$ cat src/design/mf3_fifo.sv
module mf3_fifo #(
	parameter int WIDTH = 8,
	parameter int DEPTH = 4
) (
	input  logic             clk,
	input  logic             arst_n,
	input  logic             push,
	input  logic [WIDTH-1:0] wdata,
	input  logic             pop,
	output logic [WIDTH-1:0] rdata,
	output logic             full,
	output logic             empty
);

	localparam int PTR_BITS = (DEPTH > 1) ? $clog2(DEPTH) : 1;
	localparam int CNT_BITS = $clog2(DEPTH + 1);

	logic [WIDTH-1:0]    mem_q [DEPTH];
	logic [PTR_BITS-1:0] wr_ptr_q, rd_ptr_q;
	logic [CNT_BITS-1:0] count_q;
	logic                do_push, do_pop;

	assign full    = (count_q == CNT_BITS'(DEPTH));
	assign empty   = (count_q == '0);
	assign do_push = push && !full;
	assign do_pop  = pop && !empty;
	assign rdata   = mem_q[rd_ptr_q];

	always_ff @(posedge clk or negedge arst_n) begin
		if (!arst_n) begin
			wr_ptr_q <= '0;
			rd_ptr_q <= '0;
			count_q  <= '0;
		end else begin
			if (do_push) begin
				wr_ptr_q <= (wr_ptr_q == PTR_BITS'(DEPTH - 1)) ? '0 : wr_ptr_q + 1'b1;
			end
			if (do_pop) begin
				rd_ptr_q <= (rd_ptr_q == PTR_BITS'(DEPTH - 1)) ? '0 : rd_ptr_q + 1'b1;
			end
			if (do_push && !do_pop) begin
				count_q <= count_q + 1'b1;
			end else if (do_pop && !do_push) begin
				count_q <= count_q - 1'b1;
			end
		end
	end

	always_ff @(posedge clk) begin
		if (do_push) begin
			mem_q[wr_ptr_q] <= wdata;
		end
	end

endmodule

$ cat config.mk
export PLATFORM = sky130hd
export DESIGN_NAME = mf3_fifo
export DESIGN_NICKNAME = d
export VERILOG_FILES = /design/src/design/mf3_fifo.sv
export SDC_FILE = /design/constraint.sdc
export NUM_CORES = 1
export LEC_CHECK = 0
export BUFFER_PORTS_ARGS = -buffer_cell sky130_fd_sc_hd__buf_2
export CAP_MARGIN = 40
export CORE_MARGIN = 4
export CORE_UTILIZATION = 55
export DETAILED_ROUTE_END_ITERATION = 12
export GPL_ROUTABILITY_DRIVEN = 0
export GPL_TIMING_DRIVEN = 0
export PLACE_DENSITY = 0.88
export SLEW_MARGIN = 20
export SYNTH_ARGS = -nofsm -noshare
export SYNTH_HDL_FRONTEND = slang
export SYNTH_SLANG_ARGS = --single-unit
$ cat constraint.sdc
create_clock -name clk -period 2.6 [get_ports clk]
set_clock_uncertainty 0.05 [all_clocks]
set_input_delay 0.13 -clock clk [delete_from_list [all_inputs] [get_ports clk]]
set_output_delay 0.13 -clock clk [all_outputs]
set_load 0.01 [all_outputs]
==> impl.org <==
** Synthesis
- Proportion of netlist area held by the largest area contributor :: 0.5940
- Netlist cell types :: 19
- Post-Syn Nets :: just under 100
- Mapped Avg Cell Area :: 20.48 um2
- Number of instances in the synthesized netlist :: just under 80
- Sequential share of the synthesized area :: 0.7022
- Yosys warning count :: 0
- The biggest area contributor in the post-synthesis netlist is edfxtp_1.
- Ranked by total cell area, the synthesized netlist is headed by edfxtp_1 59%, mux4_2 11%, dfrtp_1 11%, ha_1 4.6%, mux2_4 3.7%.
- Counting flops and latches in the post-synthesis netlist gives 39.
- Synthesized cell area :: 0.001618 mm2

** Critical path
- Reg2Reg Depth :: 8
- Tracing the worst setup path back leads to its startpoint at count_q[0]$_DFFE_PN0P_.
- The setup path with the least slack is of type register to register.
- Arrival time at the worst endpoint :: 2.32 ns
- Worst setup slack for register-to-register paths :: 0.51 ns
- Along the worst path, the maximum fanout reaches 4.
- The worst register-to-register path begins at count_q[0]$_DFFE_PN0P_.
- Kind of end point of the critical path :: register
- Data on the critical path is required at its endpoint by 2.83 ns.
- The critical path ends at count_q[2]$_DFFE_PN0P_.
- The worst register-to-register path ends at count_q[2]$_DFFE_PN0P_.
- The worst setup path is launched from a register.

** Power and ir drop
- Summed over all cells, the static leakage comes to between 0.7 and 0.8 nW.
- The worst-case IR drop observed on VDD is 0.0008293 V.
- The design draws 1.983 mW.
- Dividing total power by cell area gives a power density of 1041 mW/mm2.

** Layout
- Final core utilization :: 0.6847
- Area Growth Syn to Fin :: 17.71%
- The final layout contains 135 nets.
- In the final layout, the share of cells above drive strength 1 is 0.3932.
- Number of antenna diodes :: 0

** CTS
- Clock tree synthesis found a total of 39 sinks.
- Post-cts hold buffer count :: 9
- Count of buffers added by post-CTS timing repair for setup :: 0
- Counting along the longest clock path gives a buffer depth of 2.
- Buffers inserted during clock tree synthesis total 5.
- Once the clock tree was built, the resizer swapped 0 gates to a different size.
- Depth of the CTS H-tree :: 2
- At the later pin of the worst-skew pair, clock insertion delay measures 0.35 ns.
- Clock root buffer master :: clkbuf_4
- Clock-pin slew on the worst setup and hold paths :: 0.11 ns
- TritonCTS built the clock tree.

** Place
- Setup slack at placement :: 0.5333 ns
- Buffers placed on the I/O ports in this run total 21.
- Detailed placement finished with a half-perimeter wire length of 1.832 mm.

** Drt
- DRC :: 0
- Routed wl met2 :: 1.418 mm
- In the final routed layout, each cell accounts on average for 17.70 um.
- Pre-antenna DRT Iters :: 5
- Routed met3 length :: 141 um
- Wires add up to between 2 and 3 mm.
- DR iter-0 viols :: 31
- The detailed router put a total of 991 um of wire on met1.
- Vias :: 822
- Number of nets still failing antenna checks after routing :: 0
- Uppermost layer routed :: met4
- After detailed routing, the number of vias per cell comes to 5.554.

** Status
- Status :: finished clean

** Floorplanning
- For this design the top-level I/O count stands at 22.
- The die is 62.24 um wide.
- Area of the placeable core :: 0.002781 mm2
- The die covers 0.003873 mm2.
- Measured along the y axis, the die boundary spans 62.24 um.
- Number of rows in the core area :: 19
- Initial standard-cell utilization of the core :: 0.5816

** Timing
- Max-slew headroom at the worst pin :: 0.5022
- Slew @ Worst Pin :: 0.7440 ns
- WHS :: 0.08182 ns
- Adding up every negative setup slack in the final design gives 0 ns.
- Period Utilization, post-route :: 0.8023
- Total of endpoints with negative setup slack in the final report :: 0
- For this run, the top clock speed supported by timing is 0.4794 GHz.
- Setup repair after global routing left no endpoint under its margin.
- The total count of hold-check failures in the final report is 0.
- The smallest clock period supported by the final layout is computed as ~2.1 ns.
- Setup slack on the critical path of the routed design comes to 0.5141 ns.
- The number of pins exceeding their max-slew limit in the final report came to 0.

** Global route
- Initial antenna violation count :: 0
- Number of global-route vias before repair :: ~920
- Overall track demand over capacity in global routing :: 0.1626
- Wire length of the first global-routing pass :: 4.623 mm
- Maximum number of pins on one net before global-route repair :: 13
- For this run the aggregate overflow at the end of global routing stands at 0.

** Hold path
- In this run the worst hold path is classified as input pin to async pin.

** Job
- The tool flagged a number of max-cap violations equal to 0.
placed cells by master (no fill, tap or decap), types with 2 or more instances in the layout:
cell type and count:
edfxtp_1 32, dfrtp_1 7, inv_1 3, ha_1 6
clkinv_2 3, clkbuf_4 5, xor2_1 2, mux4_2 8
and2_1 3, buf_2 22, mux2_4 4, dlygate4sd3_1 9
nor2_1 4
stage by stage:
step,cells,instance area (um2)
after floorplan,79,1618
after global placement,131,1762
after detailed placement,131,1762
after CTS,148,1904
after global routing,148,1904
final,148,1904
sequential cells by signal, summed over array words and instances (netlist names):
| name | count |
|---|---|
| mem_q | 32 |
| count_q | 3 |
| rd_ptr_q | 2 |
| wr_ptr_q | 2 |
power by group:
group | internal, mW | switching, mW | total [mW] | leakage (nW)
logic | 0.395 | 0.358 | 0.753 | 0.333
registers | 0.846 | 0.0914 | 0.938 | 0.375
clock network | 0.101 | 0.191 | 0.292 | 0.0347
critical path, cell delays in order, from the launching register on:
cell	delay (ns)
dfrtp_1	0.48
nor3_1	0.25
nand2b_4	0.20
ha_1	0.19
inv_1	0.06
fa_1	0.37
xor2_1	0.15
nor2_1	0.11
xor2_1	0.16
synthesized netlist by cell type:
cell type  instances
edfxtp_1          32
mux4_2             8
dfrtp_1            7
ha_1               6
mux2_4             4
nor2_1             4
and2_1             3
inv_1              3
xor2_1             2
buf_2              1
clkbuf_1           1
fa_1               1
mux2_2             1
nand2_1            1
nand2b_4           1
nor2b_4            1
nor3_1             1
nor3b_4            1
xnor2_1            1
logic make-up after synthesis:
| group | synth area share |
|---|---|
| buffers and inverters | 0.01237 |
| muxes | 0.1555 |
| and+or+nand+nor | 0.05490 |
| xor gates and xnor gates | 0.01624 |
| adders and majority gates | 0.05878 |
| DFF | 0.7022 |
layer usage:
metal / global-route usage / vias to the layer above
li1: - / 378
met1: 0.1895 / 412
met2: 0.2617 / 23
met4: 0.07317 / 0
met5: 0 / -
met3: 0.06667 / 9
how the worst min path moves through the flow:
stage / slack, ns / end / cells past startpoint
global route: 0.10 / wr_ptr_q[1]$_DFFE_PN0P_ / 2
detailed placement: -0.08 / rd_ptr_q[1]$_DFFE_PN0P_ / 1
finish: 0.08 / wr_ptr_q[0]$_DFFE_PN0P_ / 2
global placement: -0.08 / rd_ptr_q[1]$_DFFE_PN0P_ / 1
CTS: 0.08 / count_q[1]$_DFFE_PN0P_ / 2
floorplan: -0.22 / count_q[0]$_DFFE_PN0P_ / 0
layout make-up:
| type | instances | area (um2) |
|---|---|---|
| fillers | 182 | 877.1 |
| multi-input cells | 35 | 461.7 |
| plain buffers | 2 | 8.758 |
| well taps | 31 | 38.79 |
| flip-flops and latches | 39 | 1136 |
| inverters | 3 | 11.26 |
| clock inverters | 3 | 15.01 |
| repair buffers | 30 | 195.2 |
| clock buffers | 5 | 37.54 |
Note: power is estimated with default switching activity, not from simulation.
