$ cat src/design/mf3_pkg.sv
package mf3_pkg;

	// Default build limits
	localparam int MAX_WIDTH_DEF  = 1024;
	localparam int MAX_HEIGHT_DEF = 4096;
	localparam int PIXEL_BITS_DEF = 8;

	// Register file
	localparam int CFG_INDEX_BITS = 2;
	localparam int CFG_DATA_BITS  = 13;
	localparam int CFG_W_BITS     = 11;
	localparam int CFG_H_BITS     = 13;
	localparam int RESET_WIDTH    = 640;
	localparam int RESET_HEIGHT   = 480;

	typedef enum logic [CFG_INDEX_BITS-1:0] {
		REG_IMAGE_WIDTH  = 2'd0,
		REG_IMAGE_HEIGHT = 2'd1
	} cfg_reg_t;

	// Queue depths
	localparam int MID_DEPTH = 4;
	localparam int OUT_DEPTH = 16;

	// Per-item control decided by the front end
	typedef struct packed {
		logic emit;       // item completes a neighborhood
		logic last;       // that neighborhood is the frame's last pixel
		logic col_zero;   // input column is 0
		logic col_one;    // input column is 1
		logic top_clamp;  // center row is row 0
		logic bot_clamp;  // center row is the last row
		logic w_one;      // image is one column wide
	} work_flags_t;

	// Median-of-9 compare-exchange network, one layer per stage.
	// Pair (a,b): min goes to a, max to b. (0,0) pads unused slots.
	localparam int SORT_LAYERS = 9;
	localparam int SORT_PAIRS  = 3;
	localparam int NBR         = 9;
	localparam int MED_SLOT    = 4;

	localparam int SORT_A [SORT_LAYERS][SORT_PAIRS] = '{
		'{1, 4, 7},
		'{0, 3, 6},
		'{1, 4, 7},
		'{0, 5, 4},
		'{3, 1, 2},
		'{4, 0, 0},
		'{4, 0, 0},
		'{6, 0, 0},
		'{4, 0, 0}
	};
	localparam int SORT_B [SORT_LAYERS][SORT_PAIRS] = '{
		'{2, 5, 8},
		'{1, 4, 7},
		'{2, 5, 8},
		'{3, 8, 7},
		'{6, 4, 5},
		'{7, 0, 0},
		'{2, 0, 0},
		'{4, 0, 0},
		'{2, 0, 0}
	};

endpackage

$ cat src/design/mf3_front.sv
module mf3_front #(
	parameter int MAX_WIDTH  = mf3_pkg::MAX_WIDTH_DEF,
	parameter int MAX_HEIGHT = mf3_pkg::MAX_HEIGHT_DEF,
	parameter int PIXEL_BITS = mf3_pkg::PIXEL_BITS_DEF
) (
	input  logic                               clk,
	input  logic                               arst_n,
	input  logic                               cfg_valid,
	input  logic [mf3_pkg::CFG_INDEX_BITS-1:0] cfg_index,
	input  logic [mf3_pkg::CFG_DATA_BITS-1:0]  cfg_data,
	input  logic                               push,
	input  logic                               operation,
	input  logic [PIXEL_BITS-1:0]              pixel,
	input  logic                               q_full,
	output logic                               q_push,
	output logic [$clog2(MAX_WIDTH)-1:0]       q_col,
	output logic [PIXEL_BITS-1:0]              q_pixel,
	output mf3_pkg::work_flags_t               q_flags
);

	import mf3_pkg::*;

	localparam int COL_BITS = $clog2(MAX_WIDTH);
	localparam int HGT_BITS = $clog2(MAX_HEIGHT + 1);
	localparam int ROW_BITS = $clog2(MAX_HEIGHT + 2);
	localparam int RST_W    = (RESET_WIDTH > MAX_WIDTH) ? MAX_WIDTH : RESET_WIDTH;
	localparam int RST_H    = (RESET_HEIGHT > MAX_HEIGHT) ? MAX_HEIGHT : RESET_HEIGHT;

	logic [COL_BITS-1:0] in_col_q, w_m1_q, w_m1_d;
	logic [ROW_BITS-1:0] in_row_q, h_ext;
	logic [HGT_BITS-1:0] h_q, h_d;
	logic [31:0]         cfg_w32, cfg_h32;
	logic                drain, accept;

	// clamp register writes into 1..MAX
	always_comb begin
		cfg_w32 = 32'(cfg_data[CFG_W_BITS-1:0]);
		cfg_h32 = 32'(cfg_data[CFG_H_BITS-1:0]);
		if (cfg_w32 == 32'd0) begin
			w_m1_d = '0;
		end else if (cfg_w32 > 32'(MAX_WIDTH)) begin
			w_m1_d = COL_BITS'(MAX_WIDTH - 1);
		end else begin
			w_m1_d = COL_BITS'(cfg_w32 - 32'd1);
		end
		if (cfg_h32 == 32'd0) begin
			h_d = HGT_BITS'(1);
		end else if (cfg_h32 > 32'(MAX_HEIGHT)) begin
			h_d = HGT_BITS'(MAX_HEIGHT);
		end else begin
			h_d = HGT_BITS'(cfg_h32);
		end
	end

	assign h_ext  = ROW_BITS'(h_q);
	assign drain  = (in_row_q >= h_ext);
	assign accept = push && !q_full;
	// a flush before the frame's pixels are all in is dropped
	assign q_push = accept && !(operation && !drain);

	assign q_col   = in_col_q;
	assign q_pixel = drain ? '0 : pixel;

	always_comb begin
		q_flags.last      = (in_row_q > h_ext);
		q_flags.emit      = (in_row_q >= ROW_BITS'(2)) ||
		                    ((in_row_q == ROW_BITS'(1)) && (in_col_q != '0));
		q_flags.col_zero  = (in_col_q == '0);
		q_flags.col_one   = (in_col_q == COL_BITS'(1));
		q_flags.top_clamp = (in_row_q == ROW_BITS'(1));
		q_flags.bot_clamp = (in_row_q == h_ext);
		q_flags.w_one     = (w_m1_q == '0);
	end

	always_ff @(posedge clk or negedge arst_n) begin
		if (!arst_n) begin
			w_m1_q   <= COL_BITS'(RST_W - 1);
			h_q      <= HGT_BITS'(RST_H);
			in_col_q <= '0;
			in_row_q <= '0;
		end else if (cfg_valid) begin
			case (cfg_index)
				REG_IMAGE_WIDTH: begin
					w_m1_q   <= w_m1_d;
					in_col_q <= '0;
					in_row_q <= '0;
				end
				REG_IMAGE_HEIGHT: begin
					h_q      <= h_d;
					in_col_q <= '0;
					in_row_q <= '0;
				end
				default: begin
				end
			endcase
		end else if (q_push) begin
			if (q_flags.last) begin
				in_col_q <= '0;
				in_row_q <= '0;
			end else if (in_col_q == w_m1_q) begin
				in_col_q <= '0;
				in_row_q <= in_row_q + 1'b1;
			end else begin
				in_col_q <= in_col_q + 1'b1;
			end
		end
	end

	a_row_bound: assert property (@(posedge clk) disable iff (!arst_n)
		in_row_q <= h_ext + ROW_BITS'(1))
		else $error("input row ran past the drain row");

	a_col_bound: assert property (@(posedge clk) disable iff (!arst_n)
		in_col_q <= w_m1_q)
		else $error("input column past image width");

	a_last_emits: assert property (@(posedge clk) disable iff (!arst_n)
		q_push && q_flags.last |-> q_flags.emit)
		else $error("frame end on an item with no output");

endmodule

$ cat config.mk
export PLATFORM = sky130hd
export DESIGN_NAME = mf3_front
export DESIGN_NICKNAME = d
export VERILOG_FILES = /design/src/design/mf3_pkg.sv /design/src/design/mf3_front.sv
export SDC_FILE = /design/constraint.sdc
export NUM_CORES = 1
export LEC_CHECK = 0
export BUFFER_PORTS_ARGS = -buffer_cell sky130_fd_sc_hd__buf_2
export CAP_MARGIN = 10
export CORE_ASPECT_RATIO = 0.5
export CORE_MARGIN = 2
export CORE_UTILIZATION = 51
export DETAILED_ROUTE_END_ITERATION = 6
export PLACE_DENSITY = 0.75
export SYNTH_ARGS = -nofsm -noshare
export SYNTH_HDL_FRONTEND = slang
export SYNTH_SLANG_ARGS = --single-unit
$ cat constraint.sdc
create_clock -name clk -period 2.2 [get_ports clk]
set_input_delay 0.44 -clock clk [delete_from_list [all_inputs] [get_ports clk]]
set_output_delay 0.44 -clock clk [all_outputs]
set_load 0.01 [all_outputs]
==> impl_metrics.toml <==
[run_status]
status = "finished, violations left"
violations = "negative setup slack"

[worst_setup_path]
critPathArrivalTime_ps = 2870
ff2ff_setup_slack_ps = -500
rr_startpoint = "in_row_q[11]"
rr_worst_depth = 11
crit_required_ps = 2360
start_kind = "register"
endpoint_kind = "register"
critPathMaxFanout = 5
crit_type = "register to register"
r2r_end = "q_col[3]"

[die]
start_util_pct = 52.3
die_h_microns = 59.6
io_pins = 55
row_count = 20
die_x_microns = 115
die_area_sq_um = 6870
core_sq_um = 6030

[power_and_ir_drop]
p_total_mw = 2.98
pwr-share-seq_pct = 34.8
power_leakage_nw = 2.17
p_clk_share_pct = 29.0
swShare_pct = 33.9
peakVddDrop_v = 0.000300
p_per_area_nw_per_um2 = 599
switching_power_mw = 1.01
pwr-share-comb_pct = 36.2
internal_power_mw = 1.97

[routing]
via_count = 3739
vias_per_cell = 6.56
drt_iter0_markers = 326
remaining_drc_errors = 0
avgRoutedWirePerCell_microns = 23.5
ant_nets = 0
detail_route.first_pass.iterations = 5
wirelength_microns = 13400

[logic_synthesis]
synth-edff-count = 0
async_flop_share_pct = 100
syn-num-nets = 414
yosysSeqAreaShare_pct = 37.0
synth_cell_type_count = 47
synth_ff_type = "dfrtp_1"
netlist_area_sq_um = 3150
syn-instance-count = 365
syn_area_per_cell_sq_um = 8.64
ys_ff_latch = 46
synth_warnings = 0

[layout]
fill_cells = 290
multi_input_area_sq_um = 2540
fin_area_sq_um = 4980
nNetsFinal = 530
seqCellArea_sq_um = 1170
layout_common_cells = "buf_4, buf_2, nand2_1"
area_delta_synth_final_pct = 58.0
final_cells = 570
layout_commonest_cell = "buf_4"
drive_above_1_share_pct = 50.0
antenna-diode-count = 0

[cts]
holdBufCountCts = 0
root_buffer = "clkbuf_16"
clk_pin_slew_ps = 70
htree_levels = 2
clkSinkCount = 46
clkLatencyLatePin_ps = 290
cts_made_buffers = 5
clock_path_buffers = 2
cts_tree = "yes"

[sta]
setup_viol = 34
relSlewSlack_pct = 60.0
final_hold_viol_count = 0
worstMarginPinSlew_ps = 600
tns_ps = -13970
final_max_slew_viol_count = 0
finalClockSkew_ps = 7.55
timing.final.crit_share_pct = 123
fmax_mhz = 370
fin_crit_ps = 2700
rsz0062_at_grt = "yes"
worst_slack_ps = -504

[global_route]
grt_usage_pct = 33.2
antenna_found_initial = 0
overflow = 0
grt_max_degree = 47
grt_pass1_wl_microns = 17100
grt_pass1_vias = 3274

[place]
dpl.hpwl_microns = 6510
pre_cts_ws_ps = -335
dp_cells = 544
portBuffers = 54
place_area_sq_um = 3900
place.gp.congestion = 0.982

[min_path]
hp-class = "primary input to async pin"

[flow_run]
drv_cap = 0
## state kept, by name (all words and copies together) (netlist names)
name,flops
in_row_q,13
q_col,10
w_m1_q,10
h_ext,13
## cells in the mapped netlist, drive strengths merged, types with 3 or more instances
cell type   n  area share (%)
nor2b       3            0.60
or4         3            0.83
nor4        9             2.5
o21ai      41             6.5
a31oi       3            0.60
nand2b     12             2.4
nor2       14             1.9
and3       11             2.2
dfstp      12              10
nor3       12             1.9
xnor2      11             3.1
a22o        5             1.4
nand3      12             2.1
inv        25             3.0
dfrtp      34              27
and2       10             2.0
clkbuf      8            0.95
buf         8             1.4
o31ai      21             5.0
a21oi      20             3.5
nand4       7             1.4
nand2      43             5.2
xor2        4             1.1
ha         20             7.9
## layer usage
metal,global-route usage [%],wire length [microns],vias up
met5,0,0,-
met4,14.3,764,0
li1,-,-,1549
met1,45.5,5380,1780
met2,53.0,5910,312
met3,5.11,1370,98
## how the worst max path moves through the flow
stage	cells past startpoint	slack [ps]	endpoint	start
2_1_floorplan	7	-60	q_pixel[0]	in_row_q[1]
3_3_place_gp	8	-250	q_pixel[0]	in_row_q[1]
3_5_place_dp	8	-340	q_pixel[1]	in_row_q[1]
4_1_cts	9	-370	q_pixel[1]	h_ext[7]
5_1_grt	14	-520	in_row_q[11]	h_ext[6]
6_report	11	-500	q_col[3]	in_row_q[11]
## per-stage QoR
step,hold WS (ps),utilization [%]
3_5_place_dp,471,64.7
4_1_cts,267,75.8
6_report,254,82.6
2_1_floorplan,144,-
5_1_grt,307,82.6
3_3_place_gp,462,64.7
## final cells by class
class	count	share of cell area [%]
Timing Repair Buffer	123	18.2
Clock inverter	1	0.603
Sequential cell	46	23.5
Clock buffer	7	2.66
Multi-Input combinational cell	280	51.0
Tap cell	88	2.21
Inverter	25	1.88
## what timing repair did
item	4_1_cts	5_1_grt
setup endpoints to repair	34	36
gates resized for setup	81	73
setup buffers	8	7
pin swaps	31	32
cloned	6	0
hold endpoints to repair	0	0
## worst max-delay path, stage by stage, from the launching register on
cell and delay (ps):
dfrtp_1 440, ha_4 310, nand4_1 130, buf_4 180, nor4_4 340, buf_6 190, nor2b_1 50, nand4_1 100
buf_4 150, a21oi_4 110, nand2b_4 220, o31ai_1 340
## cell families (layout without fill, tap and decap cells)
family	after synthesis	after routing	synth area share, %
compound gates	99	99	20.0
xor+xnor	15	15	4.17
fa+ha+maj	20	20	7.94
buf+inv	41	156	5.36
flops	46	46	37.0
mux	1	1	0.357
simple gates	143	145	25.2
## power by group through the flow
stage	clock [mW]	sequential (mW)	combinational [mW]
6_report	0.865	1.04	1.08
5_1_grt	0.894	1.04	1.15
4_1_cts	0.850	1.02	0.883
3_5_place_dp	0	1.04	0.741
3_3_place_gp	0	1.03	0.711
2_1_floorplan	0	1.04	0.410
Power figures use the tool's default switching activity.
